<file path="src/hdl/mm_pkg.sv">
// Shared types, sizes and helpers for the matrix multiply block.
// No dependencies; every other file of the block depends on this package.
package mm_pkg;

  // Size of the element stores and the bound on any one dimension
  localparam int MAX_DIM     = 8;
  localparam int DIM_CAP     = (MAX_DIM < 8) ? MAX_DIM : 8;
  localparam int STORE_DEPTH = MAX_DIM * MAX_DIM;
  localparam int ADDR_W      = $clog2(STORE_DEPTH);

  // Field widths of the channels
  localparam int KIND_W    = 2;
  localparam int INDEX_W   = 6;
  localparam int ELEM_W    = 16;
  localparam int SUM_W     = 40;
  localparam int POS_W     = 3;
  localparam int DIM_W     = 4;
  localparam int CFG_IDX_W = 2;

  // Internal widths
  localparam int PROD_W    = 2 * ELEM_W;
  localparam int COL_W     = $clog2(DIM_CAP);
  localparam int CNT_W     = $clog2(DIM_CAP + 1);
  // Length of the wait after the last read issue: it covers the read and multiply
  // stages and the chain of DIM_CAP cells, with a margin on top
  localparam int FLUSH_LEN = DIM_CAP + 3;
  localparam int FLUSH_W   = $clog2(FLUSH_LEN + 1);

  // Command kinds
  localparam logic [KIND_W-1:0] KIND_LOAD_LEFT  = 2'd0;
  localparam logic [KIND_W-1:0] KIND_LOAD_RIGHT = 2'd1;
  localparam logic [KIND_W-1:0] KIND_START      = 2'd2;

  // Configuration register indexes
  localparam logic [CFG_IDX_W-1:0] CFG_ROWS_LHS  = 2'd0;
  localparam logic [CFG_IDX_W-1:0] CFG_INNER_DIM = 2'd1;
  localparam logic [CFG_IDX_W-1:0] CFG_COLS_RHS  = 2'd2;

  localparam logic [DIM_W-1:0] DIM_RESET = 4'd8;

  typedef enum logic [1:0] {
    ST_IDLE,
    ST_COMPUTE,
    ST_FLUSH,
    ST_DRAIN
  } state_t;

  // Store write from the command decoder
  typedef struct packed {
    logic                     left_en;
    logic                     right_en;
    logic [ADDR_W-1:0]        addr;
    logic [ELEM_W-1:0]        data;
  } wr_t;

  // Operand read request for one product
  typedef struct packed {
    logic                     valid;
    logic [ADDR_W-1:0]        addr_a;
    logic [ADDR_W-1:0]        addr_b;
    logic [COL_W-1:0]         col;
  } issue_t;

  // Product travelling up the cell chain
  typedef struct packed {
    logic                     valid;
    logic [COL_W-1:0]         col;
    logic signed [PROD_W-1:0] prod;
  } token_t;

  // Broadcast control for the cells
  typedef struct packed {
    logic                     clear;
    logic                     shift;
  } cell_ctrl_t;

  // Map a dimension register onto the range 1 .. DIM_CAP
  function automatic logic [CNT_W-1:0] clamp_dim(input logic [DIM_W-1:0] v);
    logic [CNT_W-1:0] r;
    if (v == '0) begin
      r = CNT_W'(1);
    end else if (v > DIM_CAP) begin
      r = CNT_W'(DIM_CAP);
    end else begin
      r = CNT_W'(v);
    end
    return r;
  endfunction

endpackage

</file>
<file path="src/hdl/mm_cell.sv">
// One cell of the accumulator chain: owns one result column of the current row.
// Depends on mm_pkg for token and control types.
module mm_cell (
  input  logic                            clk,
  input  logic                            rst,
  input  logic [mm_pkg::COL_W-1:0]        col_id,
  input  mm_pkg::cell_ctrl_t              ctrl,
  input  mm_pkg::token_t                  tok_in,
  output mm_pkg::token_t                  tok_out,
  input  logic signed [mm_pkg::SUM_W-1:0] sum_in,
  output logic signed [mm_pkg::SUM_W-1:0] sum_out
);
  import mm_pkg::*;

  logic                     tok_valid;
  logic [COL_W-1:0]         tok_col;
  logic signed [PROD_W-1:0] tok_prod;
  logic signed [SUM_W-1:0]  acc;

  // Hand the token to the next cell
  always_ff @(posedge clk) begin
    if (rst) begin
      tok_valid <= 1'b0;
    end else begin
      tok_valid <= tok_in.valid;
    end
  end

  always_ff @(posedge clk) begin
    tok_col  <= tok_in.col;
    tok_prod <= tok_in.prod;
  end

  assign tok_out = '{valid: tok_valid, col: tok_col, prod: tok_prod};

  // Clear, take the sum from above while draining, or add a product of this column
  always_ff @(posedge clk) begin
    if (ctrl.clear) begin
      acc <= '0;
    end else if (ctrl.shift) begin
      acc <= sum_in;
    end else if (tok_in.valid && (tok_in.col == col_id)) begin
      acc <= acc + SUM_W'(tok_in.prod);
    end
  end

  assign sum_out = acc;

endmodule

</file>
<file path="config.mk">
export PLATFORM = sky130hd
export DESIGN_NAME = mm_cell
export DESIGN_NICKNAME = d
export VERILOG_FILES = /design/src/hdl/mm_pkg.sv /design/src/hdl/mm_cell.sv
export SDC_FILE = /design/constraint.sdc
export NUM_CORES = 1
export LEC_CHECK = 0
export BUFFER_PORTS_ARGS = -buffer_cell sky130_fd_sc_hd__buf_2
export CAP_MARGIN = 5
export CORE_ASPECT_RATIO = 0.8
export CORE_MARGIN = 4
export CORE_UTILIZATION = 46
export CTS_CLUSTER_DIAMETER = 150
export DETAILED_ROUTE_END_ITERATION = 12
export PLACE_DENSITY = 0.77
export SLEW_MARGIN = 20
export SYNTH_ARGS = -nofsm -noshare
export SYNTH_HDL_FRONTEND = slang
export SYNTH_SLANG_ARGS = --single-unit
export TNS_END_PERCENT = 20
</file>
<file path="constraint.sdc">
create_clock -name clk -period 2.95 [get_ports clk]
set_input_delay 0.4425 -clock clk [delete_from_list [all_inputs] [get_ports clk]]
set_output_delay 0.4425 -clock clk [all_outputs]
set_load 0.02 [all_outputs]
</file>
==> metrics.md <==
| Metric | Value |
|---|---|
| Switch share | `0.328` |
| Layout area overhead | `34.7%` |
| Worst slack at placement | `-0.273 ns` |
| Final setup fails | `0` |
| Clock Tree Root | `clkbuf_16` |
| Initial Utilization | `0.471` |
| DRC | `0` |
| Worst r2r dst | `sum_out[39]$_SDFFE_PP0P_` |
| Hold EP | `tok_prod[27]$_DFF_P_` |
| IO Pins | `159` |
| Cell variety after synth | `68` |
| Vias in the first global route | `5146` |
| Slew Limit Fails | `0` |
| Final min period | `2.91 ns` |
| Sequential power share | `0.344` |
| Final Hold Viols | `0` |
| Post-synth ARST share | `0` |
| CTS tree | `yes` |
| R2R Setup Slk | `0.04 ns` |
| Final setup margin | `0.0374 ns` |
| Yosys top cell by area | `dfxtp_1` |
| Status | `completed` |
| Initial DRC count | `351` |
| Worst-Skew Late Latency | `0.34 ns` |
| Initial antenna violation count | `0` |
| CTS max path bufs | `2` |
| Reg2Reg Depth | `11` |
| First-pass GRT wire length | `25500 um` |
| Fraction of the yosys area taken by sequential cells | `0.316` |
| Worst hold margin | `0.218 ns` |
| Final period util | `0.987` |
| Most used flip-flop cell after synthesis | `dfxtp_1` |
| Post-DRT Antenna Nets | `0` |
| Ranking of synthesized cells by area | `dfxtp_1 32%, ha_1 10%, a21oi_1 8.3%, xnor2_1 4.2%, nand2_1 3.9%` |
| Crit path launch type | `register` |
| Top-area cell type share of the netlist area | `0.316` |
| Peak Freq | `343 MHz` |
| Vias | `5242` |
| Die Span Y | `99.6 um` |
| FP Rows | `33` |
| Core Area | `10200 um2` |
| RSZ-0062 raised after global routing | `true` |
| Filler instances | `948` |
| Maximum vdd ir drop | `418 uV` |
| Reg clk slew, reported paths | `0.06 ns` |
| Syn_nets | `707` |
| Worst Max-Slew Pin Slew | `0.702 ns` |
| Synthesis-stage register bit count | `76` |
| Hold Crit Start | `tok_in[27]` |
| Reg-to-reg startpoint | `sum_out[1]$_SDFFE_PP0P_` |
| Pleak | `3.19 nW` |
| Placer Congestion | `0.914` |
| Post-Syn Area per Cell | `8.26 um2` |
| NumNets Final | `908` |
| Number of iterations in the first detailed-routing pass | `5` |
| Placed cell areas | `6150 um2` |
| Post CTS Setup Buffer Count | `0` |
| DP Wirelength | `12500 um` |
| Register area | `1520 um2` |
| Layout cells sized above 1 | `0.329` |
| P per Cell Area | `506 nW/um2` |
| Critical path arrival | `3.14 ns` |
| Req. time, crit path | `3.18 ns` |
| Number of buffers created by CTS | `9` |
| Worst setup path category | `reg2reg` |
| Multi-input combinational cell area | `3140 um2` |
| Pwr Total | `0.00329 W` |
| Total track usage | `0.261` |
| Largest fanout on the critical path | `3` |
| MaxCap Viol Count | `0` |
| GRT overflow | `0` |
| Synth Instances | `584` |
| CTS sink cnt | `76` |
| Antenna cells | `0` |
| Cell Area, Synth | `4820 um2` |
| # port buffers | `158` |
| Post-Layout Cell Count | `930` |
| Count of hold-fix buffers inserted at cts | `0` |
| Sw power | `0.00108 W` |
| Final instance area | `6500 um2` |
| Max-slew headroom | `0.528` |
| Hold depth | `1` |
| H-tree depth | `3` |
| Post-synth EDFFs | `0` |
| Combinational share of power | `0.313` |
| Largest net degree at the start of global routing | `30` |
| Worst min path class | `in2reg` |
| Yosys warnings | `0` |
| Worst Skew | `0.00642 ns` |
| Die width | `122 um` |
| Dpl cells | `914` |
| WL final | `16000 um` |
| Vias per cell | `5.64` |
| Clock network power share | `0.343` |
| Die Area | `12200 um2` |
| WL/cell | `17.2 um` |
| Internal power | `0.00221 W` |
| CP endpoint kind | `register` |
## cell families after synthesis
group	count (synthesis)	synth area share
DFF	76	0.316
adders and majority gates	40	0.105
and+or+nand+nor	167	0.171
xor gates and xnor gates	34	0.0618
AOI/OAI and AO/OA	213	0.300
buffers and inverters	52	0.0423
muxes	2	0.00415
## power groups by stage
stage | sequential (W) | combinational, W | clock (W)
finish | 0.00113 | 0.00103 | 0.00113
global route | 0.00114 | 0.00112 | 0.00120
CTS | 0.00113 | 0.00101 | 0.00115
detailed placement | 0.00115 | 0.000998 | 0
global placement | 0.00115 | 0.000982 | 0
floorplan | 0.00123 | 0.000538 | 0
## state kept, by name (all words and copies together) (netlist names)
signal	flops
tok_valid	1
tok_col	3
tok_prod	32
sum_out	40
## stage by stage
stage / util / TNS (ns)
6_report: 0.634 / 0
4_1_cts: 0.630 / 0
5_1_grt: 0.634 / -0.210
3_3_place_gp: 0.600 / -0.645
3_5_place_dp: 0.600 / -1.38
2_1_floorplan: - / 0
## cell usage in the layout (no fill, tap or decap), types with 11 or more instances in the layout
master | synthesis | layout
o21ai_0 | 28 | 28
buf_4 | 1 | 66
nand2_1 | 50 | 50
inv_1 | 17 | 17
xor2_1 | 11 | 11
nand4_1 | 12 | 12
nor2_1 | 40 | 40
buf_2 | 4 | 158
a21oi_1 | 80 | 80
and3_1 | 12 | 12
a21o_1 | 17 | 17
xnor2_1 | 23 | 23
dfxtp_1 | 76 | 75
ha_1 | 39 | 38
nor3_1 | 13 | 13
## Yosys cell counts, drive strengths merged, types with 5 or more instances
library cell	number
a21o	17
a21oi	81
a221oi	5
a31oi	6
and3	12
buf	6
clkbuf	28
dfxtp	76
ha	39
inv	17
nand2	50
nand3	8
nand4	12
nor2	40
nor2b	8
nor3	13
o211a	8
o211ai	6
o21a	9
o21ai	30
o21bai	7
o22ai	6
o31ai	5
or3	6
xnor2	23
xor2	11
## per-layer routing
layer  track usage  vias up  part of all wire
met5             0        -                 0
met4        0.0792        0             0.017
met3        0.0620       27             0.077
met2         0.405      216              0.43
met1         0.361     2441              0.47
li1              -     2558                 -
## repair_timing
action                                  CTS  global route
resized for setup                         0             6
pin swaps                                 4             2
endpoints found under the setup margin    1             7
## final cells by class
cell class              instances  share of cell area
clock buffers                  10              0.0368
clock inverters                 6             0.00982
inverters                      18              0.0104
multi-input cells             456               0.484
flip-flops and latches         76               0.234
well taps                     140              0.0270
repair buffers                224               0.198
## worst max-delay path by stage
| stage | startpoint | to | slack (ns) | depth (start not counted) |
|---|---|---|---|---|
| after global placement | tok_in[0] | sum_out[36]$_SDFFE_PP0P_ | -0.15 | 13 |
| after detailed placement | tok_in[0] | sum_out[36]$_SDFFE_PP0P_ | -0.27 | 13 |
| after global routing | sum_out[0]$_SDFFE_PP0P_ | sum_out[36]$_SDFFE_PP0P_ | -0.09 | 12 |
| after CTS | sum_out[0]$_SDFFE_PP0P_ | sum_out[36]$_SDFFE_PP0P_ | 0.03 | 12 |
| after floorplan | tok_in[0] | sum_out[36]$_SDFFE_PP0P_ | 0.03 | 12 |
| final | sum_out[1]$_SDFFE_PP0P_ | sum_out[39]$_SDFFE_PP0P_ | 0.04 | 11 |
## critical path, stage by stage (launching register included)
cell and delay [ns]:
dfxtp_1 0.32, ha_1 0.26, a21oi_1 0.25, nor2_1 0.12, o311ai_2 0.28, buf_4 0.18
o211ai_2 0.10, a2111o_1 0.42, o31a_1 0.30, a311o_1 0.32, o221ai_1 0.14, a21oi_1 0.09
(Power assumes the default switching activity.)
