File: config.mk
export PLATFORM = sky130hd
export DESIGN_NAME = mm_feed
export DESIGN_NICKNAME = d
export VERILOG_FILES = /design/src/hdl/mm_pkg.sv /design/src/hdl/mm_feed.sv
export SDC_FILE = /design/constraint.sdc
export NUM_CORES = 2
export LEC_CHECK = 0
export BUFFER_PORTS_ARGS = -buffer_cell sky130_fd_sc_hd__clkbuf_2
export CAP_MARGIN = 0
export CORE_MARGIN = 5
export CORE_UTILIZATION = 45
export CTS_BUF_LIST = sky130_fd_sc_hd__clkbuf_4 sky130_fd_sc_hd__clkbuf_8 sky130_fd_sc_hd__clkbuf_16
export DETAILED_ROUTE_END_ITERATION = 8
export PLACE_DENSITY = 0.69
export SLEW_MARGIN = 20
export SYNTH_ARGS = -nofsm -noshare
export SYNTH_HDL_FRONTEND = slang
export SYNTH_SLANG_ARGS = --single-unit
File: constraint.sdc
create_clock -name clk -period 7.6 [get_ports clk]
set_input_delay 1.52 -clock clk [delete_from_list [all_inputs] [get_ports clk]]
set_output_delay 1.52 -clock clk [all_outputs]
set_load 0.01 [all_outputs]
File: src/hdl/mm_pkg.sv
// Shared types, sizes and helpers for the matrix multiply block.
// No dependencies; every other file of the block depends on this package.
package mm_pkg;

  // Size of the element stores and the bound on any one dimension
  localparam int MAX_DIM     = 8;
  localparam int DIM_CAP     = (MAX_DIM < 8) ? MAX_DIM : 8;
  localparam int STORE_DEPTH = MAX_DIM * MAX_DIM;
  localparam int ADDR_W      = $clog2(STORE_DEPTH);

  // Field widths of the channels
  localparam int KIND_W    = 2;
  localparam int INDEX_W   = 6;
  localparam int ELEM_W    = 16;
  localparam int SUM_W     = 40;
  localparam int POS_W     = 3;
  localparam int DIM_W     = 4;
  localparam int CFG_IDX_W = 2;

  // Internal widths
  localparam int PROD_W    = 2 * ELEM_W;
  localparam int COL_W     = $clog2(DIM_CAP);
  localparam int CNT_W     = $clog2(DIM_CAP + 1);
  // Length of the wait after the last read issue: it covers the read and multiply
  // stages and the chain of DIM_CAP cells, with a margin on top
  localparam int FLUSH_LEN = DIM_CAP + 3;
  localparam int FLUSH_W   = $clog2(FLUSH_LEN + 1);

  // Command kinds
  localparam logic [KIND_W-1:0] KIND_LOAD_LEFT  = 2'd0;
  localparam logic [KIND_W-1:0] KIND_LOAD_RIGHT = 2'd1;
  localparam logic [KIND_W-1:0] KIND_START      = 2'd2;

  // Configuration register indexes
  localparam logic [CFG_IDX_W-1:0] CFG_ROWS_LHS  = 2'd0;
  localparam logic [CFG_IDX_W-1:0] CFG_INNER_DIM = 2'd1;
  localparam logic [CFG_IDX_W-1:0] CFG_COLS_RHS  = 2'd2;

  localparam logic [DIM_W-1:0] DIM_RESET = 4'd8;

  typedef enum logic [1:0] {
    ST_IDLE,
    ST_COMPUTE,
    ST_FLUSH,
    ST_DRAIN
  } state_t;

  // Store write from the command decoder
  typedef struct packed {
    logic                     left_en;
    logic                     right_en;
    logic [ADDR_W-1:0]        addr;
    logic [ELEM_W-1:0]        data;
  } wr_t;

  // Operand read request for one product
  typedef struct packed {
    logic                     valid;
    logic [ADDR_W-1:0]        addr_a;
    logic [ADDR_W-1:0]        addr_b;
    logic [COL_W-1:0]         col;
  } issue_t;

  // Product travelling up the cell chain
  typedef struct packed {
    logic                     valid;
    logic [COL_W-1:0]         col;
    logic signed [PROD_W-1:0] prod;
  } token_t;

  // Broadcast control for the cells
  typedef struct packed {
    logic                     clear;
    logic                     shift;
  } cell_ctrl_t;

  // Map a dimension register onto the range 1 .. DIM_CAP
  function automatic logic [CNT_W-1:0] clamp_dim(input logic [DIM_W-1:0] v);
    logic [CNT_W-1:0] r;
    if (v == '0) begin
      r = CNT_W'(1);
    end else if (v > DIM_CAP) begin
      r = CNT_W'(DIM_CAP);
    end else begin
      r = CNT_W'(v);
    end
    return r;
  endfunction

endpackage

File: src/hdl/mm_feed.sv
// Element stores of both matrices, operand read and product stage.
// Depends on mm_pkg; feeds the first cell of the chain.
module mm_feed (
  input  logic           clk,
  input  logic           rst,
  input  mm_pkg::wr_t    wr,
  input  mm_pkg::issue_t issue,
  output mm_pkg::token_t tok
);
  import mm_pkg::*;

  logic [ELEM_W-1:0] left_mem  [STORE_DEPTH];
  logic [ELEM_W-1:0] right_mem [STORE_DEPTH];

  logic signed [ELEM_W-1:0] a_q;
  logic signed [ELEM_W-1:0] b_q;
  logic                     rd_valid;
  logic [COL_W-1:0]         rd_col;

  logic                     prod_valid;
  logic [COL_W-1:0]         prod_col;
  logic signed [PROD_W-1:0] prod;

  // Store writes from load commands
  always_ff @(posedge clk) begin
    if (wr.left_en) begin
      left_mem[wr.addr] <= wr.data;
    end
    if (wr.right_en) begin
      right_mem[wr.addr] <= wr.data;
    end
  end

  // Registered operand reads
  always_ff @(posedge clk) begin
    a_q    <= left_mem[issue.addr_a];
    b_q    <= right_mem[issue.addr_b];
    rd_col <= issue.col;
  end

  // Multiply the operand pair
  always_ff @(posedge clk) begin
    prod     <= a_q * b_q;
    prod_col <= rd_col;
  end

  always_ff @(posedge clk) begin
    if (rst) begin
      rd_valid   <= 1'b0;
      prod_valid <= 1'b0;
    end else begin
      rd_valid   <= issue.valid;
      prod_valid <= rd_valid;
    end
  end

  assign tok = '{valid: prod_valid, col: prod_col, prod: prod};

endmodule

==> report_table.html <==
<table>
<tr><th>Metric</th><th>Value</th></tr>
<tr><th colspan="2">Routing</th></tr>
<tr><td>Antenna Violating Nets Remaining</td><td>0</td></tr>
<tr><td>Total vias in the final route</td><td>41.7k</td></tr>
<tr><td>Average wire per cell in the routed design</td><td>roughly 28 um</td></tr>
<tr><td>Total Routed Length</td><td>~200 mm</td></tr>
<tr><td>Via density</td><td>approximately 5.7</td></tr>
<tr><td>Initial detailed-routing violation count</td><td>4772</td></tr>
<tr><td>First-pass DRT Iterations</td><td>6</td></tr>
<tr><td>Total DRC errors in the routed layout</td><td>0</td></tr>
<tr><th colspan="2">Critical path</th></tr>
<tr><td>Number of cell instances on the worst register-to-register path</td><td>19</td></tr>
<tr><td>Critical path endpoint category</td><td>flop</td></tr>
<tr><td>Startpoint Class</td><td>flop</td></tr>
<tr><td>Category of the most critical setup path</td><td>flop to flop</td></tr>
<tr><td>Largest stage delay, worst path</td><td>around 0.73 ns</td></tr>
<tr><td>Required time reported for the critical path endpoint</td><td>8.37 ns</td></tr>
<tr><td>Most Frequent Cell on Critical Path</td><td>sky130_fd_sc_hd__fa_1</td></tr>
<tr><td>Standard cell with the maximum stage delay on the critical path</td><td>sky130_fd_sc_hd__dfxtp_1</td></tr>
<tr><td>Critical-path cell list</td><td>nand2_1 &gt; fa_1 &gt; fa_1 &gt; fa_1 &gt; fa_1 &gt; inv_1 &gt; fa_1 &gt; inv_1 &gt; fa_1 &gt; inv_1 &gt; ha_1 &gt; a21oi_1 &gt; o21ai_0 &gt; a2111oi_2 &gt; nor4_1 &gt; o221a_2 &gt; a311o_1 &gt; a21oi_2 &gt; xnor2_1</td></tr>
<tr><td>Max Fanout on Critical Path</td><td>16</td></tr>
<tr><td>Arrival time at the worst endpoint</td><td>roughly 7.4 ns</td></tr>
<tr><th colspan="2">Clock network</th></tr>
<tr><td>Clock-pin slew on the worst setup and hold paths</td><td>0.06 ns</td></tr>
<tr><td>Clock Sink Count</td><td>~2.1k</td></tr>
<tr><td>Maximum buffer depth of the clock tree</td><td>3</td></tr>
<tr><td>Number of hold buffers added after cts</td><td>0</td></tr>
<tr><td>H-tree depth reported by CTS</td><td>4</td></tr>
<tr><td>Clk_lat worst skew</td><td>approximately 0.83 ns</td></tr>
<tr><td>TritonCTS Buffers</td><td>between 150 and 200</td></tr>
<tr><td>Number of setup buffers added after CTS</td><td>0</td></tr>
<tr><td>Number of cells upsized or downsized after cts</td><td>0</td></tr>
<tr><td>Clock tree from TritonCTS</td><td>yes</td></tr>
<tr><td>Root buffer cell</td><td>sky130_fd_sc_hd__clkbuf_16</td></tr>
<tr><th colspan="2">Synth</th></tr>
<tr><td>Synth area leader</td><td>sky130_fd_sc_hd__edfxtp_1</td></tr>
<tr><td>Syn avg cell area</td><td>between 20 and 25 um^2</td></tr>
<tr><td>Net count after synthesis</td><td>4577</td></tr>
<tr><td>Fraction of synthesis flops using an asynchronous set or reset pin</td><td>0%</td></tr>
<tr><td>EDFF count, synth</td><td>just over 2k</td></tr>
<tr><td>Yosys warning total</td><td>0</td></tr>
<tr><td>Leading cell types by total area after synthesis</td><td>sky130_fd_sc_hd__edfxtp_1 (69%), sky130_fd_sc_hd__mux4_2 (17%), sky130_fd_sc_hd__fa_1 (5.9%)</td></tr>
<tr><td>Syn Inst Count</td><td>~4.2k</td></tr>
<tr><td>Sequential share of the synthesized area</td><td>between 70% and 80%</td></tr>
<tr><td>Area of the mapped netlist</td><td>around 89000 um^2</td></tr>
<tr><td>Distinct cells, synth</td><td>46</td></tr>
<tr><td>#FFs+latches synth</td><td>2120</td></tr>
<tr><td>Fraction of post-synthesis cell area in the top cell type by area</td><td>just under 70%</td></tr>
<tr><td>Ys flop type</td><td>sky130_fd_sc_hd__edfxtp_1</td></tr>
<tr><th colspan="2">Min path</th></tr>
<tr><td>Hold Path Depth</td><td>0</td></tr>
<tr><td>Kind of path behind the tightest hold check</td><td>flop to flop</td></tr>
<tr><th colspan="2">Floorplanning</th></tr>
<tr><td>Number of top-level pins</td><td>around 80</td></tr>
<tr><td>Floorplan die area</td><td>around 210000 um^2</td></tr>
<tr><td>Die width</td><td>455 um</td></tr>
<tr><td>Starting density of the core</td><td>a little under half</td></tr>
<tr><td>Placement Rows</td><td>between 150 and 200</td></tr>
<tr><td>Core footprint</td><td>197000 um^2</td></tr>
<tr><td>Vertical extent of the die</td><td>between 400 and 500 um</td></tr>
<tr><th colspan="2">Placement</th></tr>
<tr><td>DP HPWL</td><td>~120 mm</td></tr>
<tr><td>GP Congestion</td><td>~0.8</td></tr>
<tr><td>PortBufs</td><td>77</td></tr>
<tr><th colspan="2">Timing</th></tr>
<tr><td>Number of pins exceeding their max-slew limit in the final report</td><td>0</td></tr>
<tr><td>Shortest period the worst path allows</td><td>roughly 6.6 ns</td></tr>
<tr><td>Max Freq</td><td>approximately 150 MHz</td></tr>
<tr><td>Total setup violations reported at the end of the flow</td><td>0</td></tr>
<tr><td>Transition time at the pin with the least slew margin</td><td>roughly 1.2 ns</td></tr>
<tr><td>Final clock period utilization by the worst path</td><td>around 87%</td></tr>
<tr><td>RSZ-0062 raised after global routing</td><td>false</td></tr>
<tr><td>Accumulated negative setup slack</td><td>0 ns</td></tr>
<tr><td>Clock tree skew after final layout</td><td>about 0.027 ns</td></tr>
<tr><td>Hold Worst Slack</td><td>about 0.33 ns</td></tr>
<tr><td>Worst slew margin relative to its limit</td><td>20.2%</td></tr>
<tr><td>Final Hold Violating Endpoints</td><td>0</td></tr>
<tr><th colspan="2">Final layout</th></tr>
<tr><td>Fraction of layout instances using a drive strength above 1</td><td>27.1%</td></tr>
<tr><td>Synth-to-Final Area Change</td><td>12.1%</td></tr>
<tr><td>Total number of nets in the final design</td><td>slightly below 5k</td></tr>
<tr><th colspan="2">GRT</th></tr>
<tr><td>Wire length of the first global-routing pass</td><td>298 mm</td></tr>
<tr><td>Global Route Usage Sum</td><td>approximately a fifth</td></tr>
<tr><td>Total overflow reported by the global router</td><td>0</td></tr>
<tr><td>Number of antenna violations at the first check in global routing</td><td>20</td></tr>
<tr><td>Vias in the first global route</td><td>~43k</td></tr>
<tr><td>Maximum number of pins on one net before global-route repair</td><td>between 100 and 150</td></tr>
<tr><th colspan="2">Pwr</th></tr>
<tr><td>Leakage power of the design</td><td>about 33 nW</td></tr>
<tr><td>Maximum ir drop on the vdd rail</td><td>approximately 1400 uV</td></tr>
<tr><td>Power density over cell area</td><td>around 470 nW/um^2</td></tr>
<tr><th colspan="2">Run status</th></tr>
<tr><td>Outcome</td><td>complete, no violations</td></tr>
<tr><th colspan="2">Flow run</th></tr>
<tr><td>Max capacitance violation total</td><td>0</td></tr>
</table>
-- state kept, by name, summed over array words and instances (netlist names) --
signal / flops
a_q: 16
b_q: 16
left_mem: 1024
prod: 32
prod_col: 3
prod_valid: 1
rd_col: 3
rd_valid: 1
right_mem: 1024
-- where the power goes --
| group | switching (W) | internal (W) | leakage (nW) |
|---|---|---|---|
| sequential | 0.000185 | 0.0134 | 19.0 |
| combinational | 0.0130 | 0.0103 | 10.9 |
| clock | 0.00428 | 0.00548 | 3.20 |
| total | 0.0175 | 0.0292 | 33.1 |
-- path summary, 6_finish.rpt --
kind | startpoint | end | slack [ns]
setup / recovery | a_q[9]$_DFF_P_ | prod[31]$_DFF_P_ | 1.02
hold / removal | rd_col[0]$_DFF_P_ | prod_col[0]$_DFF_P_ | 0.33
setup reg to reg | a_q[9]$_DFF_P_ | prod[31]$_DFF_P_ | 1.02
hold reg to reg | rd_col[0]$_DFF_P_ | prod_col[0]$_DFF_P_ | 0.33
-- final cells by class --
| type | count | area, um^2 |
|---|---|---|
| Clock inverter | 119 | 1090 |
| Sequential cell | 2120 | 62900 |
| Tap cell | 2640 | 3300 |
| Multi-Input combinational cell | 1586 | 24300 |
| Fill cell | 15400 | 97200 |
| Inverter | 285 | 1070 |
| Antenna cell | 11 | 27.5 |
| Clock buffer | 242 | 5320 |
| Timing Repair Buffer | 249 | 1900 |
-- routing by layer --
metal | track usage (%) | routed length [um]
met1 | 28.8 | 83000
met2 | 30.9 | 97200
met3 | 3.90 | 17000
met4 | 4.95 | 4740
met5 | 0 | 41
-- synth_stat cells, types with 2 or more instances --
| cell type | number |
|---|---|
| sky130_fd_sc_hd__edfxtp_1 | 2048 |
| sky130_fd_sc_hd__mux4_2 | 672 |
| sky130_fd_sc_hd__inv_1 | 285 |
| sky130_fd_sc_hd__fa_1 | 262 |
| sky130_fd_sc_hd__nor2_1 | 155 |
| sky130_fd_sc_hd__nand2_1 | 139 |
| sky130_fd_sc_hd__and2_1 | 125 |
| sky130_fd_sc_hd__clkbuf_1 | 120 |
| sky130_fd_sc_hd__ha_1 | 82 |
| sky130_fd_sc_hd__dfxtp_1 | 72 |
| sky130_fd_sc_hd__buf_2 | 42 |
| sky130_fd_sc_hd__xnor2_1 | 28 |
| sky130_fd_sc_hd__a21oi_1 | 23 |
| sky130_fd_sc_hd__buf_1 | 23 |
| sky130_fd_sc_hd__nand3_1 | 15 |
| sky130_fd_sc_hd__o21ai_0 | 12 |
| sky130_fd_sc_hd__buf_4 | 9 |
| sky130_fd_sc_hd__a21o_1 | 8 |
| sky130_fd_sc_hd__nor2b_1 | 8 |
| sky130_fd_sc_hd__xor2_1 | 8 |
| sky130_fd_sc_hd__buf_6 | 6 |
| sky130_fd_sc_hd__nand2b_1 | 6 |
| sky130_fd_sc_hd__o211ai_1 | 5 |
| sky130_fd_sc_hd__a31oi_1 | 4 |
| sky130_fd_sc_hd__nand3b_1 | 4 |
| sky130_fd_sc_hd__and3_1 | 3 |
| sky130_fd_sc_hd__nand4_1 | 3 |
| sky130_fd_sc_hd__o21bai_1 | 3 |
| sky130_fd_sc_hd__a211oi_1 | 2 |
| sky130_fd_sc_hd__o21a_1 | 2 |
| sky130_fd_sc_hd__or3b_2 | 2 |
-- kinds of logic (layout without fill, tap and decap cells) --
kind of cell	count (synthesis)	after routing	synth area share (%)
flops	2120	2120	70.5
fa+ha+maj	344	344	7.03
xor+xnor	36	36	0.353
buf+inv	485	895	2.19
other cells	0	11	0
simple gates	464	464	2.42
mux	672	672	17.0
compound gates	70	70	0.509
-- cells in the final DEF (no fill, tap or decap), types with 72 or more instances in the layout --
| master | instances |
|---|---|
| sky130_fd_sc_hd__inv_1 | 285 |
| sky130_fd_sc_hd__dfxtp_1 | 72 |
| sky130_fd_sc_hd__ha_1 | 82 |
| sky130_fd_sc_hd__buf_4 | 179 |
| sky130_fd_sc_hd__fa_1 | 262 |
| sky130_fd_sc_hd__nand2_1 | 139 |
| sky130_fd_sc_hd__mux4_2 | 672 |
| sky130_fd_sc_hd__edfxtp_1 | 2048 |
| sky130_fd_sc_hd__nor2_1 | 154 |
| sky130_fd_sc_hd__and2_1 | 125 |
| sky130_fd_sc_hd__clkbuf_16 | 199 |
-- per-stage QoR --
stage	power [W]	setup slack [ns]	instance area (um^2)	utilization, %	cells
2_1_floorplan	0.0323	1.56	89200	-	4191
3_3_place_gp	0.0370	1.07	93500	47.4	6879
3_5_place_dp	0.0374	0.980	93500	47.4	6879
4_1_cts	0.0472	1.00	99900	50.7	7240
5_1_grt	0.0507	0.707	100000	50.7	7247
6_report	0.0467	1.02	100000	50.7	7252
-- critical path: cells and delay by family, from the launching register on --
family          cells  cell delay, ns
buf+inv             3            0.15
fa+ha+maj           7            3.33
compound gates      6            1.82
simple gates        2            0.37
flops               1            0.73
xor+xnor            1            0.11
(Power assumes the default switching activity.)
