--- src/hdl/mm_pkg.sv ---
// Shared types, sizes and helpers for the matrix multiply block.
// No dependencies; every other file of the block depends on this package.
package mm_pkg;

  // Size of the element stores and the bound on any one dimension
  localparam int MAX_DIM     = 8;
  localparam int DIM_CAP     = (MAX_DIM < 8) ? MAX_DIM : 8;
  localparam int STORE_DEPTH = MAX_DIM * MAX_DIM;
  localparam int ADDR_W      = $clog2(STORE_DEPTH);

  // Field widths of the channels
  localparam int KIND_W    = 2;
  localparam int INDEX_W   = 6;
  localparam int ELEM_W    = 16;
  localparam int SUM_W     = 40;
  localparam int POS_W     = 3;
  localparam int DIM_W     = 4;
  localparam int CFG_IDX_W = 2;

  // Internal widths
  localparam int PROD_W    = 2 * ELEM_W;
  localparam int COL_W     = $clog2(DIM_CAP);
  localparam int CNT_W     = $clog2(DIM_CAP + 1);
  // Length of the wait after the last read issue: it covers the read and multiply
  // stages and the chain of DIM_CAP cells, with a margin on top
  localparam int FLUSH_LEN = DIM_CAP + 3;
  localparam int FLUSH_W   = $clog2(FLUSH_LEN + 1);

  // Command kinds
  localparam logic [KIND_W-1:0] KIND_LOAD_LEFT  = 2'd0;
  localparam logic [KIND_W-1:0] KIND_LOAD_RIGHT = 2'd1;
  localparam logic [KIND_W-1:0] KIND_START      = 2'd2;

  // Configuration register indexes
  localparam logic [CFG_IDX_W-1:0] CFG_ROWS_LHS  = 2'd0;
  localparam logic [CFG_IDX_W-1:0] CFG_INNER_DIM = 2'd1;
  localparam logic [CFG_IDX_W-1:0] CFG_COLS_RHS  = 2'd2;

  localparam logic [DIM_W-1:0] DIM_RESET = 4'd8;

  typedef enum logic [1:0] {
    ST_IDLE,
    ST_COMPUTE,
    ST_FLUSH,
    ST_DRAIN
  } state_t;

  // Store write from the command decoder
  typedef struct packed {
    logic                     left_en;
    logic                     right_en;
    logic [ADDR_W-1:0]        addr;
    logic [ELEM_W-1:0]        data;
  } wr_t;

  // Operand read request for one product
  typedef struct packed {
    logic                     valid;
    logic [ADDR_W-1:0]        addr_a;
    logic [ADDR_W-1:0]        addr_b;
    logic [COL_W-1:0]         col;
  } issue_t;

  // Product travelling up the cell chain
  typedef struct packed {
    logic                     valid;
    logic [COL_W-1:0]         col;
    logic signed [PROD_W-1:0] prod;
  } token_t;

  // Broadcast control for the cells
  typedef struct packed {
    logic                     clear;
    logic                     shift;
  } cell_ctrl_t;

  // Map a dimension register onto the range 1 .. DIM_CAP
  function automatic logic [CNT_W-1:0] clamp_dim(input logic [DIM_W-1:0] v);
    logic [CNT_W-1:0] r;
    if (v == '0) begin
      r = CNT_W'(1);
    end else if (v > DIM_CAP) begin
      r = CNT_W'(DIM_CAP);
    end else begin
      r = CNT_W'(v);
    end
    return r;
  endfunction

endpackage

--- src/hdl/mm_if.sv ---
// Channel interfaces of the matrix multiply block: command, result, config.
// Depends on mm_pkg for field widths.

interface mm_cmd_if;
  logic                                valid;
  logic                                ready;
  logic [mm_pkg::KIND_W-1:0]           kind;
  logic [mm_pkg::INDEX_W-1:0]          element_index;
  logic signed [mm_pkg::ELEM_W-1:0]    element_value;

  modport source(output valid, kind, element_index, element_value, input ready);
  modport sink(input valid, kind, element_index, element_value, output ready);
endinterface

interface mm_res_if;
  logic                                valid;
  logic                                ready;
  logic signed [mm_pkg::SUM_W-1:0]     product_value;
  logic [mm_pkg::POS_W-1:0]            result_row;
  logic [mm_pkg::POS_W-1:0]            result_col;
  logic                                last_element;

  modport source(output valid, product_value, result_row, result_col, last_element,
                 input ready);
  modport sink(input valid, product_value, result_row, result_col, last_element,
               output ready);
endinterface

interface mm_cfg_if;
  logic                                valid;
  logic                                ready;
  logic [mm_pkg::CFG_IDX_W-1:0]        index;
  logic [mm_pkg::DIM_W-1:0]            data;

  modport source(output valid, index, data, input ready);
  modport sink(input valid, index, data, output ready);
endinterface

--- src/hdl/mm_ctrl.sv ---
// Sequencer: config registers, command decode, read issue order, drain and
// the result register. Depends on mm_pkg and the channel interfaces.
module mm_ctrl (
  input  logic                            clk,
  input  logic                            rst,
  mm_cmd_if.sink                          cmd,
  mm_res_if.source                        result,
  mm_cfg_if.sink                          cfg,
  input  logic signed [mm_pkg::SUM_W-1:0] sum_head,
  output mm_pkg::wr_t                     wr,
  output mm_pkg::issue_t                  issue,
  output mm_pkg::cell_ctrl_t              cell_ctrl
);
  import mm_pkg::*;

  state_t state;
  state_t state_next;

  logic [DIM_W-1:0]   rows_lhs;
  logic [DIM_W-1:0]   inner_dim;
  logic [DIM_W-1:0]   cols_rhs;

  logic [CNT_W-1:0]   n_eff;
  logic [CNT_W-1:0]   p_eff;
  logic [CNT_W-1:0]   m_eff;
  logic [CNT_W-1:0]   i_cnt;
  logic [CNT_W-1:0]   j_cnt;
  logic [CNT_W-1:0]   k_cnt;
  logic [ADDR_W-1:0]  base_a;
  logic [ADDR_W-1:0]  row_b;
  logic [FLUSH_W-1:0] flush_cnt;

  logic               out_valid;
  logic signed [SUM_W-1:0] out_value;
  logic [POS_W-1:0]   out_row;
  logic [POS_W-1:0]   out_col;
  logic               out_last;

  logic cmd_xfer;
  logic start;
  logic j_last;
  logic k_last;
  logic i_last;
  logic flush_done;
  logic in_range;
  logic issue_valid;

  assign cmd_xfer   = cmd.valid && cmd.ready;
  assign start      = cmd_xfer && (cmd.kind == KIND_START);
  assign j_last     = (j_cnt == m_eff - CNT_W'(1));
  assign k_last     = (k_cnt == p_eff - CNT_W'(1));
  assign i_last     = (i_cnt == n_eff - CNT_W'(1));
  assign flush_done = (flush_cnt == FLUSH_W'(FLUSH_LEN - 1));
  assign in_range   = (cmd.element_index < STORE_DEPTH);

  // Configuration registers, always ready
  assign cfg.ready = 1'b1;

  always_ff @(posedge clk) begin
    if (rst) begin
      rows_lhs  <= DIM_RESET;
      inner_dim <= DIM_RESET;
      cols_rhs  <= DIM_RESET;
    end else if (cfg.valid) begin
      case (cfg.index)
        CFG_ROWS_LHS:  rows_lhs  <= cfg.data;
        CFG_INNER_DIM: inner_dim <= cfg.data;
        CFG_COLS_RHS:  cols_rhs  <= cfg.data;
        default: ;
      endcase
    end
  end

  // State register
  always_ff @(posedge clk) begin
    if (rst) begin
      state <= ST_IDLE;
    end else begin
      state <= state_next;
    end
  end

  // Next state
  always_comb begin
    state_next = state;
    unique case (state)
      ST_IDLE: begin
        if (start) state_next = ST_COMPUTE;
      end
      ST_COMPUTE: begin
        if (j_last && k_last) state_next = ST_FLUSH;
      end
      ST_FLUSH: begin
        if (flush_done) state_next = ST_DRAIN;
      end
      ST_DRAIN: begin
        if (cell_ctrl.shift && j_last) begin
          state_next = i_last ? ST_IDLE : ST_COMPUTE;
        end
      end
    endcase
  end

  // Outputs of the state machine
  always_comb begin
    cmd.ready       = 1'b0;
    issue_valid     = 1'b0;
    cell_ctrl.clear = 1'b0;
    cell_ctrl.shift = 1'b0;
    unique case (state)
      ST_IDLE: begin
        cmd.ready       = 1'b1;
        cell_ctrl.clear = 1'b1;
      end
      ST_COMPUTE: begin
        issue_valid = 1'b1;
      end
      ST_FLUSH: ;
      ST_DRAIN: begin
        cell_ctrl.shift = !out_valid || result.ready;
      end
    endcase
  end

  // Read addresses: A[i][k] at i*p + k, B[k][j] at k*m + j
  assign issue.valid  = issue_valid;
  assign issue.addr_a = base_a + ADDR_W'(k_cnt);
  assign issue.addr_b = row_b + ADDR_W'(j_cnt);
  assign issue.col    = COL_W'(j_cnt);

  // Store writes from load commands; out-of-range loads and unknown kinds drop
  assign wr.left_en  = cmd_xfer && (cmd.kind == KIND_LOAD_LEFT) && in_range;
  assign wr.right_en = cmd_xfer && (cmd.kind == KIND_LOAD_RIGHT) && in_range;
  assign wr.addr     = ADDR_W'(cmd.element_index);
  assign wr.data     = cmd.element_value;

  // Loop counters and running addresses
  always_ff @(posedge clk) begin
    unique case (state)
      ST_IDLE: begin
        if (start) begin
          n_eff  <= clamp_dim(rows_lhs);
          p_eff  <= clamp_dim(inner_dim);
          m_eff  <= clamp_dim(cols_rhs);
          i_cnt  <= '0;
          j_cnt  <= '0;
          k_cnt  <= '0;
          base_a <= '0;
          row_b  <= '0;
        end
      end
      ST_COMPUTE: begin
        if (j_last) begin
          j_cnt <= '0;
          if (k_last) begin
            k_cnt     <= '0;
            row_b     <= '0;
            flush_cnt <= '0;
          end else begin
            k_cnt <= k_cnt + CNT_W'(1);
            row_b <= row_b + ADDR_W'(m_eff);
          end
        end else begin
          j_cnt <= j_cnt + CNT_W'(1);
        end
      end
      ST_FLUSH: begin
        flush_cnt <= flush_cnt + FLUSH_W'(1);
      end
      ST_DRAIN: begin
        if (cell_ctrl.shift) begin
          if (j_last) begin
            j_cnt  <= '0;
            i_cnt  <= i_cnt + CNT_W'(1);
            base_a <= base_a + ADDR_W'(p_eff);
          end else begin
            j_cnt <= j_cnt + CNT_W'(1);
          end
        end
      end
    endcase
  end

  // Result register: load from the bottom cell, hold until transfer
  always_ff @(posedge clk) begin
    if (rst) begin
      out_valid <= 1'b0;
    end else if (cell_ctrl.shift) begin
      out_valid <= 1'b1;
    end else if (result.ready) begin
      out_valid <= 1'b0;
    end
  end

  always_ff @(posedge clk) begin
    if (cell_ctrl.shift) begin
      out_value <= sum_head;
      out_row   <= POS_W'(i_cnt);
      out_col   <= POS_W'(j_cnt);
      out_last  <= i_last && j_last;
    end
  end

  assign result.valid         = out_valid;
  assign result.product_value = out_value;
  assign result.result_row    = out_row;
  assign result.result_col    = out_col;
  assign result.last_element  = out_last;

endmodule

--- src/flat_wrapper.sv ---
// flat-port wrapper written by rule: the top's interface ports become plain ports
module mm_ctrl_flat import mm_pkg::*;
  (clk, rst, sum_head, wr, issue, cell_ctrl, cmd_valid, cmd_kind, cmd_element_index, cmd_element_value, cmd_ready, result_valid, result_product_value, result_result_row, result_result_col, result_last_element, result_ready, cfg_valid, cfg_index, cfg_data, cfg_ready);
  mm_cmd_if cmd_i ();
  mm_res_if result_i ();
  mm_cfg_if cfg_i ();
  input  logic clk;
  input  logic rst;
  input  logic signed [mm_pkg::SUM_W-1:0] sum_head;
  output mm_pkg::wr_t wr;
  output mm_pkg::issue_t issue;
  output mm_pkg::cell_ctrl_t cell_ctrl;
  input wire logic [$bits(cmd_i.valid)-1:0] cmd_valid;
  input wire logic [$bits(cmd_i.kind)-1:0] cmd_kind;
  input wire logic [$bits(cmd_i.element_index)-1:0] cmd_element_index;
  input wire logic [$bits(cmd_i.element_value)-1:0] cmd_element_value;
  output wire logic [$bits(cmd_i.ready)-1:0] cmd_ready;
  output wire logic [$bits(result_i.valid)-1:0] result_valid;
  output wire logic [$bits(result_i.product_value)-1:0] result_product_value;
  output wire logic [$bits(result_i.result_row)-1:0] result_result_row;
  output wire logic [$bits(result_i.result_col)-1:0] result_result_col;
  output wire logic [$bits(result_i.last_element)-1:0] result_last_element;
  input wire logic [$bits(result_i.ready)-1:0] result_ready;
  input wire logic [$bits(cfg_i.valid)-1:0] cfg_valid;
  input wire logic [$bits(cfg_i.index)-1:0] cfg_index;
  input wire logic [$bits(cfg_i.data)-1:0] cfg_data;
  output wire logic [$bits(cfg_i.ready)-1:0] cfg_ready;
  assign cmd_i.valid = cmd_valid;
  assign cmd_i.kind = cmd_kind;
  assign cmd_i.element_index = cmd_element_index;
  assign cmd_i.element_value = cmd_element_value;
  assign cmd_ready = cmd_i.ready;
  assign result_valid = result_i.valid;
  assign result_product_value = result_i.product_value;
  assign result_result_row = result_i.result_row;
  assign result_result_col = result_i.result_col;
  assign result_last_element = result_i.last_element;
  assign result_i.ready = result_ready;
  assign cfg_i.valid = cfg_valid;
  assign cfg_i.index = cfg_index;
  assign cfg_i.data = cfg_data;
  assign cfg_ready = cfg_i.ready;
  mm_ctrl u_core (.clk(clk), .rst(rst), .cmd(cmd_i), .result(result_i), .cfg(cfg_i), .sum_head(sum_head), .wr(wr), .issue(issue), .cell_ctrl(cell_ctrl));
endmodule
--- config.mk ---
export PLATFORM = sky130hd
export DESIGN_NAME = mm_ctrl_flat
export DESIGN_NICKNAME = d
export VERILOG_FILES = /design/src/hdl/mm_pkg.sv /design/src/hdl/mm_if.sv /design/src/hdl/mm_ctrl.sv /design/src/flat_wrapper.sv
export SDC_FILE = /design/constraint.sdc
export NUM_CORES = 1
export LEC_CHECK = 0
export BUFFER_PORTS_ARGS = -buffer_cell sky130_fd_sc_hd__buf_2
export CAP_MARGIN = 20
export CORE_MARGIN = 3
export CORE_UTILIZATION = 54
export CTS_CLUSTER_DIAMETER = 200
export DETAILED_ROUTE_END_ITERATION = 12
export GPL_TIMING_DRIVEN = 0
export PLACE_DENSITY = 0.85
export SYNTH_ARGS = -nofsm -noshare
export SYNTH_HDL_FRONTEND = slang
export SYNTH_SLANG_ARGS = --single-unit
--- constraint.sdc ---
create_clock -name clk -period 5.71 [get_ports clk]
set_input_delay 0.571 -clock clk [delete_from_list [all_inputs] [get_ports clk]]
set_output_delay 0.571 -clock clk [all_outputs]
set_load 0.03 [all_outputs]
==> metrics.cfg <==
[status]
outcome = complete, no violations

[detailed_routing]
post-route-drc-count = 0
route.antenna.remaining_nets = 0
1st_iter_drt_viols = 98
dr_total_vias = 3250
vias_per_cell = 5.05
detail_route.first_pass.iterations = 4
postRouteWirelength_um = 9330
routedWlPerCell_um = 14.5

[synth]
mappedNetlistNets = 483
seq_area_frac_synth = 0.596
ys_seq_elements = 102
synthDominantCellAreaShare = 0.535
proportion_of_register_bits_with_asynchronous_set_or_reset_after_synthesis = 0
number_of_standard_cells_after_synthesis = 376
synth.yosys.warnings = 0
yosys-top-cells-area = edfxtp_1 53%, ha_1 7.2%, dfxtp_1 6.1%, buf_4 4.3%, xnor2_1 4.1%
synth_area_um2 = 4890
syn_area_per_cell_um2 = 13.0
yosysTopAreaCell = edfxtp_1
yosys_most_used_dff = edfxtp_1
synth_enable_flop_cells = 87
synth_cell_type_count = 41

[clock_tree]
cts_made_buffers = 9
maximum_root_to_sink_buffer_count = 2
clk-insertion-delay-late_ns = 0.37
clock_tree.htree_level_count = 3
ctsHoldBuffers = 0
cts.sink_count = 102
tritoncts = done
cts.reportedPaths.clkPinSlew_ns = 0.11
post_cts.resized_instances = 0
postCtsSetupBuffers = 0
root_buffer = clkbuf_8

[critical_path]
cp_data_arrival_time_ns = 2.79
cpMaxStageDelayCell = nor2_4
worst-path-max-fanout = 26
crit_start = u_core.state[1]$_SDFFE_PP0P_
timing.rr.end = u_core.k_cnt[1]$_SDFFCE_PP0P_
r2r_start = u_core.m_eff[0]$_SDFFCE_PP1P_
cp.required_ns = 5.14
critical_path.endpoint = cell_ctrl[0]
worst_path_cell_trace = ha_1 -> clkbuf_1 -> clkinv_1 -> nor2_4 -> buf_2
worst_path_largest_cell_delay_ns = 0.77
ff2ff_path_depth = 7
criticalPathCategory = flop to primary output
critical_path.startpoint_type = flop
timing.critical_path.to_type = primary output
worst-r2r-setup-slack_ns = 2.64

[pwr]
power_per_cell_area_nw_per_um2 = 439
vdd.ir_drop.worst_v = 0.000216
total_leakage_power_nw = 2.61

[sta]
final_number_of_hold_violating_endpoints = 0
finalSetupViolations = 0
min_period_ns = 3.37
grt_setup_unrepaired = false
finalCritPeriodShare = 0.589
maxSlewHeadroom = 0.345
skew_ns = 0.0134
timing.setup.tns_ns = 0
hold-worst-slack_ns = 0.369
slew_violations = 0
max_freq_mhz = 297
slew_at_the_pin_with_the_worst_max_slew_slack_ns = 0.980

[final_layout]
ff_latch_area_um2 = 2910
proportion_of_layout_cells_with_a_drive_suffix_above_1 = 0.360
fillers = 644
nets = 638
antenna_cells = 0
final_common_cell = buf_2
multiInputGateArea_um2 = 1640
area_growth_syn_to_layout_pct = 21.9
post_layout_nonfiller_instances = 644
mostFrequentLayoutCells = 143 x buf_2, 87 x edfxtp_1, 44 x nor2_1

[floorplanning]
fp-row-count = 34
fp.coreArea_um2 = 8760
pin_count = 167
die_h_um = 101
floorplan.die.width_um = 101
floorplan.initialDensity = 0.558
die_area_um2 = 10200

[placed_design]
dpl.cell_count = 628
gp_congestion = 0.823
port_buffers = 143
detailed_place_hpwl_um = 7360

[worst_hold_path]
hold_path_depth = 1
hold_path.startpoint = sum_head[26]
hold_class = input pin to flop

[global_routing]
grt_first_pass_wirelength_um = 14600
antenna_found_initial = 0
grt_use_total = 0.182
grt-ovfl-total = 0
grt_max_degree = 27
grt_pass1_vias = 3170

[job]
drv.max_cap_violation_count = 0

synthesized netlist by cell type (all sizes together) (2+ instances only):
master	n
a21oi	10
ha	28
edfxtp	87
inv	30
a21o	10
nor3b	3
clkbuf	5
xnor2	23
xor2	12
and2	7
nand3	5
nor2b	12
a211o	3
nor3	6
mux2i	10
dfxtp	15
nand3b	3
nand2	2
o21ai	7
or3	3
fa	4
a211oi	2
nor2	45
buf	28
nand2b	2
kinds of logic after synthesis:
group / Yosys count / synth area share
AOI/OAI and AO/OA: 38 / 0.0573
xor gates and xnor gates: 37 / 0.0722
adders and majority gates: 32 / 0.0881
buffers and inverters: 64 / 0.0707
DFF: 102 / 0.596
muxes: 11 / 0.0228
other: 1 / 0.000767
and+or+nand+nor: 91 / 0.0922
final cells by class:
| type | instances | share of cell area |
|---|---|---|
| buffer | 33 | 0.0384 |
| clock buffer | 10 | 0.0214 |
| clock inverter | 6 | 0.00840 |
| inverter | 31 | 0.0195 |
| multi-input combinational | 210 | 0.276 |
| sequential | 102 | 0.489 |
| tap | 108 | 0.0227 |
| timing repair buffer | 144 | 0.125 |
metrics by stage:
step                cell area, um2  setup slack, ns  total power [W]  utilization
finish                        5960             2.34          0.00261        0.680
global route                  5960             2.11          0.00278        0.680
CTS                           5960             2.28          0.00263        0.680
detailed placement            5780             2.68          0.00221        0.659
global placement              5740            0.504          0.00216        0.655
floorplan                     4890             1.74          0.00191            -
worst min path at each step:
stage               slack [ns]                                   endpoint
detailed placement        0.49            u_core.rows_lhs[0]$_SDFFE_PP0P_
finish                    0.37  u_core.result.product_value[26]$_DFFE_PP_
floorplan                 0.46            u_core.rows_lhs[0]$_SDFFE_PP0P_
CTS                       0.35   u_core.result.product_value[4]$_DFFE_PP_
global placement          0.49            u_core.rows_lhs[0]$_SDFFE_PP0P_
global route              0.33  u_core.result.product_value[26]$_DFFE_PP_
per-layer routing:
layer | part of all wire | GRT usage | vias up
li1 | - | - | 1587
met1 | 0.40 | 0.220 | 1490
met2 | 0.48 | 0.309 | 155
met3 | 0.094 | 0.0551 | 18
met4 | 0.019 | 0.0685 | 0
met5 | 0 | 0 | -
critical path: cells and delay by family (launching register included):
kind	cells	cell delay, ns
adders and majority gates	1	0.17
buffers and inverters	3	1.06
DFF	1	0.42
and+or+nand+nor	1	0.77
registers in the layout, indices dropped and copies added (netlist names), 4 cells and up:
signal and cells:
u_core.base_a 6, u_core.cols_rhs 4, u_core.flush_cnt 4, u_core.i_cnt 4, u_core.inner_dim 4, u_core.j_cnt 4
u_core.k_cnt 4, u_core.m_eff 4, u_core.n_eff 4, u_core.p_eff 4, u_core.result.product_value 40, u_core.row_b 6
u_core.rows_lhs 4
report_power, final:
group	switching (W)	internal (W)	total, W
combinational	0.000706	0.000421	0.00113
clock	0.000257	0.000165	0.000422
sequential	0.000101	0.000964	0.00106
total	0.00106	0.00155	0.00261
Note: power is estimated with default switching activity, not from simulation.
